===== config.mk =====
export PLATFORM = sky130hd
export DESIGN_NAME = typed_message_framer_crc16_top
export DESIGN_NICKNAME = d
export VERILOG_FILES = /design/src/sv/tmfc_pkg.sv /design/src/sv/tmfc_emitter.sv /design/src/sv/typed_message_framer_crc16_top.sv
export SDC_FILE = /design/constraint.sdc
export NUM_CORES = 1
export LEC_CHECK = 0
export BUFFER_PORTS_ARGS = -buffer_cell sky130_fd_sc_hd__buf_2
export CAP_MARGIN = 20
export CORE_MARGIN = 5
export CORE_UTILIZATION = 36
export CTS_BUF_LIST = sky130_fd_sc_hd__clkbuf_8
export CTS_CLUSTER_DIAMETER = 80
export DETAILED_ROUTE_END_ITERATION = 8
export REMOVE_ABC_BUFFERS = 1
export SYNTH_ARGS = -nofsm -noshare
export SYNTH_HDL_FRONTEND = slang
export SYNTH_SLANG_ARGS = --single-unit
export TNS_END_PERCENT = 10

===== constraint.sdc =====
create_clock -name clk -period 2.5 [get_ports clk]
set_input_delay 0.25 -clock clk [delete_from_list [all_inputs] [get_ports clk]]
set_output_delay 0.25 -clock clk [all_outputs]
set_load 0.01 [all_outputs]

===== src/sv/tmfc_pkg.sv =====
// Package: message types, frame constants, CRC-16 step and job record for the framer.
package tmfc_pkg;

  // Message type codes carried with each input request
  typedef enum logic [1:0] {
    MSG_CONTROL   = 2'd0,
    MSG_SIGNAL    = 2'd1,
    MSG_AUTOPILOT = 2'd2,
    MSG_UNKNOWN   = 2'd3
  } msg_type_t;

  // Preamble characters
  localparam logic [7:0] MARK_CONTROL   = 8'h24; // '$'
  localparam logic [7:0] MARK_SIGNAL    = 8'h25; // '%'
  localparam logic [7:0] MARK_AUTOPILOT = 8'h5e; // '^'
  localparam logic [7:0] MARK_UNKNOWN   = 8'h61; // 'a'

  // Payload lengths in bytes
  localparam logic [5:0] SIZE_CONTROL   = 6'd32;
  localparam logic [5:0] SIZE_SIGNAL    = 6'd8;
  localparam logic [5:0] SIZE_AUTOPILOT = 6'd24;
  localparam logic [5:0] SIZE_UNKNOWN   = 6'd0;

  // One request's worth of output work, handed from the framer to the emitter
  typedef struct packed {
    logic [7:0]  mark;     // preamble character
    logic [7:0]  pay;      // payload byte
    logic [15:0] crc;      // CRC for the tail bytes
    logic        has_pre;  // starts a frame: preamble and zero byte first
    logic        has_pay;  // carries a payload byte
    logic        has_tail; // closes a frame: CRC low then high byte
  } tmfc_job_t;

  function automatic logic [7:0] mark_of(input msg_type_t t);
    logic [7:0] m;
    unique case (t)
      MSG_CONTROL:   m = MARK_CONTROL;
      MSG_SIGNAL:    m = MARK_SIGNAL;
      MSG_AUTOPILOT: m = MARK_AUTOPILOT;
      default:       m = MARK_UNKNOWN;
    endcase
    return m;
  endfunction

  function automatic logic [5:0] size_of(input msg_type_t t);
    logic [5:0] s;
    unique case (t)
      MSG_CONTROL:   s = SIZE_CONTROL;
      MSG_SIGNAL:    s = SIZE_SIGNAL;
      MSG_AUTOPILOT: s = SIZE_AUTOPILOT;
      default:       s = SIZE_UNKNOWN;
    endcase
    return s;
  endfunction

  // CRC-16, poly 0x1021, one byte in xorshift form
  function automatic logic [15:0] crc_byte(input logic [15:0] c, input logic [7:0] b);
    logic [15:0] x;
    x = {c[7:0], c[15:8]};
    x = x ^ {8'h00, b};
    x = x ^ {12'h000, x[7:4]};
    x = x ^ {x[3:0], 12'h000};
    x = x ^ {3'b000, x[7:0], 5'b00000};
    return x;
  endfunction

endpackage


===== src/sv/tmfc_emitter.sv =====
// Emitter: holds one request's job and plays its frame bytes into the output register.
module tmfc_emitter #(
  parameter int PREAMBLE_LEN = 4
) (
  input  logic               clk,
  input  logic               rst,
  input  logic               job_load,   // request accepted this cycle
  input  tmfc_pkg::tmfc_job_t job_in,
  output logic               job_ready,  // can take a new job this cycle
  output logic               m_axis_tvalid,
  input  logic               m_axis_tready,
  output logic [7:0]         m_axis_tdata,  // [7:0] frame_byte
  output logic               m_axis_tuser,  // [0] end_of_frame
  output logic               m_axis_tlast   // last_of_run
);

  localparam int CntW = $clog2(PREAMBLE_LEN + 3);
  localparam logic [CntW-1:0] PreN = CntW'(PREAMBLE_LEN);

  tmfc_pkg::tmfc_job_t job;
  logic            job_valid;
  logic [CntW-1:0] pos;
  logic [CntW-1:0] pre_off;
  logic [CntW-1:0] count;
  logic [CntW-1:0] q;
  logic [CntW-1:0] tail_idx;
  logic            adv;
  logic            last;
  logic [7:0]      res_byte;
  logic            res_eof;

  // Frame layout of the current job
  always_comb begin
    pre_off  = job.has_pre ? PreN : '0;
    count    = pre_off + CntW'(job.has_pay) + (job.has_tail ? CntW'(2) : '0);
    q        = pos - pre_off;
    tail_idx = q - CntW'(job.has_pay);
    last     = (pos == count - CntW'(1));
    adv      = job_valid && (!m_axis_tvalid || m_axis_tready);
    job_ready = !job_valid || (adv && last);
  end

  // Byte at the current position
  always_comb begin
    res_eof = 1'b0;
    priority if (job.has_pre && (pos < PreN - CntW'(1))) begin
      res_byte = job.mark;
    end else if (job.has_pre && (pos == PreN - CntW'(1))) begin
      res_byte = 8'h00;
    end else if (job.has_pay && (q == '0)) begin
      res_byte = job.pay;
    end else if (tail_idx == '0) begin
      res_byte = job.crc[7:0];
    end else begin
      res_byte = job.crc[15:8];
      res_eof  = 1'b1;
    end
  end

  // Job register and position counter
  always_ff @(posedge clk) begin
    if (rst) begin
      job_valid <= 1'b0;
      pos       <= '0;
    end else if (job_load) begin
      job_valid <= 1'b1;
      pos       <= '0;
    end else if (adv && last) begin
      job_valid <= 1'b0;
    end else if (adv) begin
      pos <= pos + CntW'(1);
    end
  end

  always_ff @(posedge clk) begin
    if (job_load) begin
      job <= job_in;
    end
  end

  // Output register
  always_ff @(posedge clk) begin
    if (rst) begin
      m_axis_tvalid <= 1'b0;
    end else if (adv) begin
      m_axis_tvalid <= 1'b1;
    end else if (m_axis_tready) begin
      m_axis_tvalid <= 1'b0;
    end
  end

  always_ff @(posedge clk) begin
    if (adv) begin
      m_axis_tdata <= res_byte;
      m_axis_tuser <= res_eof;
      m_axis_tlast <= last;
    end
  end

`ifndef SYNTHESIS
  a_pos_in_range: assert property (@(posedge clk) disable iff (rst)
    job_valid |-> (pos < count))
    else $error("emitter position past end of job");
  a_eof_is_last: assert property (@(posedge clk) disable iff (rst)
    (m_axis_tvalid && m_axis_tuser) |-> m_axis_tlast)
    else $error("end of frame not on last byte of request");
  a_load_starts: assert property (@(posedge clk) disable iff (rst)
    job_load |=> (job_valid && (pos == '0)))
    else $error("job load did not start at position zero");
  a_idle_ready: assert property (@(posedge clk) disable iff (rst)
    !job_valid |-> job_ready)
    else $error("emitter idle but not ready");
`endif

endmodule


===== src/sv/typed_message_framer_crc16_top.sv =====
// Top level: typed message framer with CRC-16 (poly 0x1021, init 0).
//
// Input stream s_axis: one payload byte per request, tagged in tuser with the
// message type (0 control, 1 signal, 2 autopilot, 3 unknown). The type is only
// looked at on the first byte of a message.
// Output stream m_axis: one wire byte per transfer; tuser marks the CRC high
// byte (end of frame), tlast marks the last byte caused by one input request.
//
// A first byte yields PREAMBLE_LEN preamble bytes plus the byte itself; a
// middle byte yields one output byte; the last byte of a payload yields three
// (byte, CRC low, CRC high). An unknown type yields preamble plus two zero CRC
// bytes and its data byte is dropped.
// An accepted input is held in the emitter's job register, and from there its
// bytes enter the output register. The emitter produces one output byte per
// cycle while the receiver does not stall. A new input is taken in the
// same cycle the previous request's last byte enters the output register.
// Reset clears the framer to idle with the CRC at zero. When the receiver
// stalls, the output register holds, and s_axis_tready stays low while the
// emitter holds a job that cannot advance.
module typed_message_framer_crc16_top #(
  parameter int PREAMBLE_LEN = 4
) (
  input  logic       clk,
  input  logic       rst,
  input  logic       s_axis_tvalid,
  output logic       s_axis_tready,
  input  logic [7:0] s_axis_tdata,   // [7:0] payload_byte
  input  logic [1:0] s_axis_tuser,   // [1:0] msg_type
  output logic       m_axis_tvalid,
  input  logic       m_axis_tready,
  output logic [7:0] m_axis_tdata,   // [7:0] frame_byte
  output logic       m_axis_tuser,   // [0] end_of_frame
  output logic       m_axis_tlast    // last_of_run
);

  logic        in_message;
  logic        in_message_next;
  logic [5:0]  bytes_left;
  logic [5:0]  bytes_left_next;
  logic [15:0] crc;
  logic [15:0] crc_next;
  logic [15:0] crc_upd;
  logic        accept;
  tmfc_pkg::msg_type_t in_type;
  tmfc_pkg::tmfc_job_t job_new;

  assign accept  = s_axis_tvalid && s_axis_tready;
  assign in_type = tmfc_pkg::msg_type_t'(s_axis_tuser);

  // Frame state update and job for this request
  always_comb begin
    job_new.mark     = tmfc_pkg::mark_of(in_type);
    job_new.pay      = s_axis_tdata;
    job_new.has_pre  = !in_message;
    job_new.has_pay  = 1'b1;
    job_new.has_tail = 1'b0;
    crc_upd          = tmfc_pkg::crc_byte(in_message ? crc : 16'h0000, s_axis_tdata);
    job_new.crc      = crc_upd;
    in_message_next  = 1'b1;
    crc_next         = crc_upd;
    bytes_left_next  = bytes_left;
    if (in_message) begin
      if (bytes_left != 6'd0) begin
        bytes_left_next = bytes_left - 6'd1;
      end
      if (bytes_left_next == 6'd0) begin
        job_new.has_tail = 1'b1;
        in_message_next  = 1'b0;
        crc_next         = 16'h0000;
      end
    end else if (in_type == tmfc_pkg::MSG_UNKNOWN) begin
      job_new.has_pay  = 1'b0;
      job_new.has_tail = 1'b1;
      job_new.crc      = 16'h0000;
      in_message_next  = 1'b0;
      crc_next         = 16'h0000;
      bytes_left_next  = tmfc_pkg::SIZE_UNKNOWN;
    end else begin
      // No payload is shorter than 8 bytes, so the first byte never closes it
      bytes_left_next = tmfc_pkg::size_of(in_type) - 6'd1;
    end
  end

  always_ff @(posedge clk) begin
    if (rst) begin
      in_message <= 1'b0;
      bytes_left <= 6'd0;
      crc        <= 16'h0000;
    end else if (accept) begin
      in_message <= in_message_next;
      bytes_left <= bytes_left_next;
      crc        <= crc_next;
    end
  end

  tmfc_emitter #(
    .PREAMBLE_LEN (PREAMBLE_LEN)
  ) u_emitter (
    .clk           (clk),
    .rst           (rst),
    .job_load      (accept),
    .job_in        (job_new),
    .job_ready     (s_axis_tready),
    .m_axis_tvalid (m_axis_tvalid),
    .m_axis_tready (m_axis_tready),
    .m_axis_tdata  (m_axis_tdata),
    .m_axis_tuser  (m_axis_tuser),
    .m_axis_tlast  (m_axis_tlast)
  );

`ifndef SYNTHESIS
  a_unknown_stays_idle: assert property (@(posedge clk) disable iff (rst)
    (accept && !in_message && (in_type == tmfc_pkg::MSG_UNKNOWN)) |=> !in_message)
    else $error("unknown type opened a message");
  a_known_opens: assert property (@(posedge clk) disable iff (rst)
    (accept && !in_message && (in_type != tmfc_pkg::MSG_UNKNOWN)) |=>
      (in_message && (bytes_left != 6'd0)))
    else $error("known type did not open a message");
  a_idle_crc_zero: assert property (@(posedge clk) disable iff (rst)
    !in_message |-> (crc == 16'h0000))
    else $error("CRC not cleared between frames");
`endif

endmodule

==> flow_metrics.tcl <==
set metrics [dict create \
    status "completed" \
    postSynthAreaPerCell_sq_um 10.91 \
    postCtsSetupBuffers 0 \
    synth_area_leaders "edfxtp_1, dfxtp_1, xnor2_1, xnor3_1, nand2_1" \
    final-hold-violation-count 0 \
    max_freq_mhz 457.8 \
    clk_pin_slew_ns 0.08 \
    fin_cells 500 \
    tightestPinTransition_ns 0.9063 \
    r2r-end "crc[9]$_SDFFE_PP0P_" \
    synth_top_area_share_pct 34.72 \
    die_w_um 110.4 \
    overflow 0 \
    ys_ff_latch 70 \
    crit_fanout 8 \
    cp-start-kind "flop" \
    p_switching_mw 0.9466 \
    synth.top_cells.by_count "edfxtp_1, nand2_1, dfxtp_1, a21oi_1, o21ai_0" \
    syn2layout_area_growth_pct 13.54 \
    cp_top_family "compound AO/OA/AOI/OAI gates" \
    r2r_setup_slack_ns 0.32 \
    die_y_um 110.4 \
    hold_path_startpoint "s_axis_tdata[3]" \
    dr.first_iter.drc_count 254 \
    root_buffer "clkbuf_8" \
    worst-setup-path-type "reg2reg" \
    cellLeakagePower_nw 1.675 \
    hp-class "in2reg" \
    end_kind "flop" \
    hold-path-cell-count 1 \
    setup_viol 0 \
    fill_cells 943 \
    grt_util_all_layers_pct 13.17 \
    io_buffers 25 \
    dieArea_sq_um 12200 \
    clock_latency_ns 0.36 \
    cts_tree "built" \
    yosys_most_used_dff "edfxtp_1" \
    grt_max_degree 25 \
    dr_total_vias 2495 \
    dp_hpwl_mm 5.652 \
    maxSlewViolCount 0 \
    drt_first_pass_iters 4 \
    drive_above_1_share_pct 16.89 \
    switching_share_pct 30.26 \
    core_sq_um 9819 \
    p_total_mw 3.128 \
    grt_pass1_vias 2488 \
    holdWs_ns 0.1014 \
    required_ns 2.75 \
    reg2regPathDepth 7 \
    cts_max_level 3 \
    slew_headroom_pct 39.58 \
    internal_power_mw 2.181 \
    cp_slowest_cell "a2111oi_2" \
    nets 384 \
    power_frac_seq_pct 45.9 \
    crit_chain "inv_1 -> ha_1 -> nor2b_1 -> a2111oi_2 -> nand3_2 -> o211ai_1 -> a21oi_1" \
    synth_edf_count 42 \
    start_util_pct 36.99 \
    reg2reg_from "bytes_left[0]$_SDFFE_PP0P_" \
    synthCells 333 \
    async_flop_share_pct 0 \
    drt_wl_total_mm 7.736 \
    slowest_delay_ns 0.49 \
    clkPwrFrac_pct 28.8 \
    min_to "u_emitter.job[22]$_DFFE_PP_" \
    dp_cells 485 \
    netlist_area_sq_um 3632 \
    fin_skew_ns 0.008731 \
    drc 0 \
    ir_worst_vdd_mv 0.2128 \
    cp_num_buf_inv 1 \
    numCtsBuffers 9 \
    clock_path_buffers 2 \
    yosysMostFrequentCell "edfxtp_1" \
    io_pins 26 \
    period_minus_slack_ns 2.184 \
    cts-resized-gates 0 \
    combPwrFrac_pct 25.3 \
    antenna_cells 0 \
    antenna_found_initial 0 \
    synth_warnings 0 \
    fin_crit_sh_pct 87.38 \
    routabilityCongestion 0.8157 \
    viasPerCell 4.990 \
    cts.sinks 70 \
    rsz0062_at_grt "no" \
    cap_violations 0 \
    ant_nets 0 \
    grt_pass1_wl_mm 12.85 \
    fp-row-count 36 \
    p_per_area_nw_per_um2 758.4 \
    wl_per_cell_um 15.47 \
    ctsHoldBuffers 0 \
    yosysUniqueCellTypes 48 \
    cp.arrival_ns 2.43 \
    synth_top_area_cell "edfxtp_1" \
    yosysSeqAreaShare_pct 50.16 \
]
## final cells by class
type                            instances  area [sq um]  area share [%]
Timing Repair Buffer                   37         215.2           5.218
Tap cell                              133         166.4           4.035
Inverter                               16         60.06           1.456
Clock buffer                            9         123.9           3.004
Sequential cell                        70          1822           44.17
Multi-Input combinational cell        229          1674           40.59
Clock inverter                          6         62.56           1.517
## logic make-up (layout without fill, tap and decap cells)
kind of cell               after synthesis  after routing  synth area share [%]
muxes                                   11             11                 3.410
xor gates and xnor gates                38             38                 13.06
and+or+nand+nor                         95             95                 13.64
AOI/OAI and AO/OA                       78             78                 13.57
buffers and inverters                   34             68                 3.754
adders and majority gates                7              7                 2.411
DFF                                     70             70                 50.16
## state kept, by name, indices dropped and copies added (netlist names), 3 cells and up
| register | flops |
|---|---|
| bytes_left | 6 |
| crc | 16 |
| u_emitter.job | 32 |
| u_emitter.m_axis_tdata | 8 |
| u_emitter.pos | 3 |
## worst register-to-register path, delay by kind of cell, from the launching register on
kind | cells | cell delay (ns)
AO/OA/AOI/OAI | 3 | 0.87
AND/OR/NAND/NOR | 2 | 0.46
flip-flops | 1 | 0.41
adder cells (fa/ha/maj) | 1 | 0.25
buffers and inverters | 1 | 0.09
## routing by layer
layer  vias up  share of wire, %  track usage [%]
met3        12               3.6            2.954
met1      1168                46            16.32
met2        53                49            21.89
met4         0               2.0            5.911
met5         -                 0                0
li1       1262                 -                -
## worst max path at each step
stage                                   start                    endpoint  slack, ns  cells after the start
2_1_floorplan  u_emitter.job[1]$_SDFFCE_PP1P_  bytes_left[2]$_SDFFE_PP0P_      -0.01                      8
3_3_place_gp       bytes_left[0]$_SDFFE_PP0P_        crc[12]$_SDFFE_PP0P_       0.34                      7
3_5_place_dp       bytes_left[0]$_SDFFE_PP0P_        crc[12]$_SDFFE_PP0P_       0.31                      7
4_1_cts            bytes_left[0]$_SDFFE_PP0P_        crc[12]$_SDFFE_PP0P_       0.30                      7
5_1_grt            bytes_left[0]$_SDFFE_PP0P_         crc[8]$_SDFFE_PP0P_       0.17                      7
6_report           bytes_left[0]$_SDFFE_PP0P_         crc[9]$_SDFFE_PP0P_       0.32                      7
## placed cells by master, fill, tap and decap left out, types with 6 or more instances in the layout
master    instances
mux2i_1           9
ha_1              7
o21ai_0          24
buf_4            12
inv_1            15
nor2_1           10
xnor2_1          22
dfxtp_1          28
clkbuf_8          9
o211ai_1          7
a21oi_1          24
xnor3_1           7
edfxtp_1         42
nand2b_1          6
nand2_1          34
nor3_1            9
buf_2            25
nand3_1          11
nor2b_1           6
## through the flow
step	instance area (sq um)	setup TNS (ns)	util (%)	setup slack (ns)
after floorplan	3556	-0.01386	-	-0.01386
after CTS	4124	0	42.00	0.3047
after global placement	3938	0	40.10	0.3363
final	4124	0	42.00	0.3155
after detailed placement	3938	0	40.10	0.3136
after global routing	4124	0	42.00	0.1739
## power groups by stage
stage                     clock (mW)  combinational, mW  sequential (mW)
after floorplan                    0              0.555             1.47
after global placement             0              0.781             1.46
after detailed placement           0              0.791             1.46
after CTS                      0.925              0.794             1.44
after global routing           0.976              0.870             1.45
final                          0.901              0.791             1.44
Power figures use the tool's default switching activity.
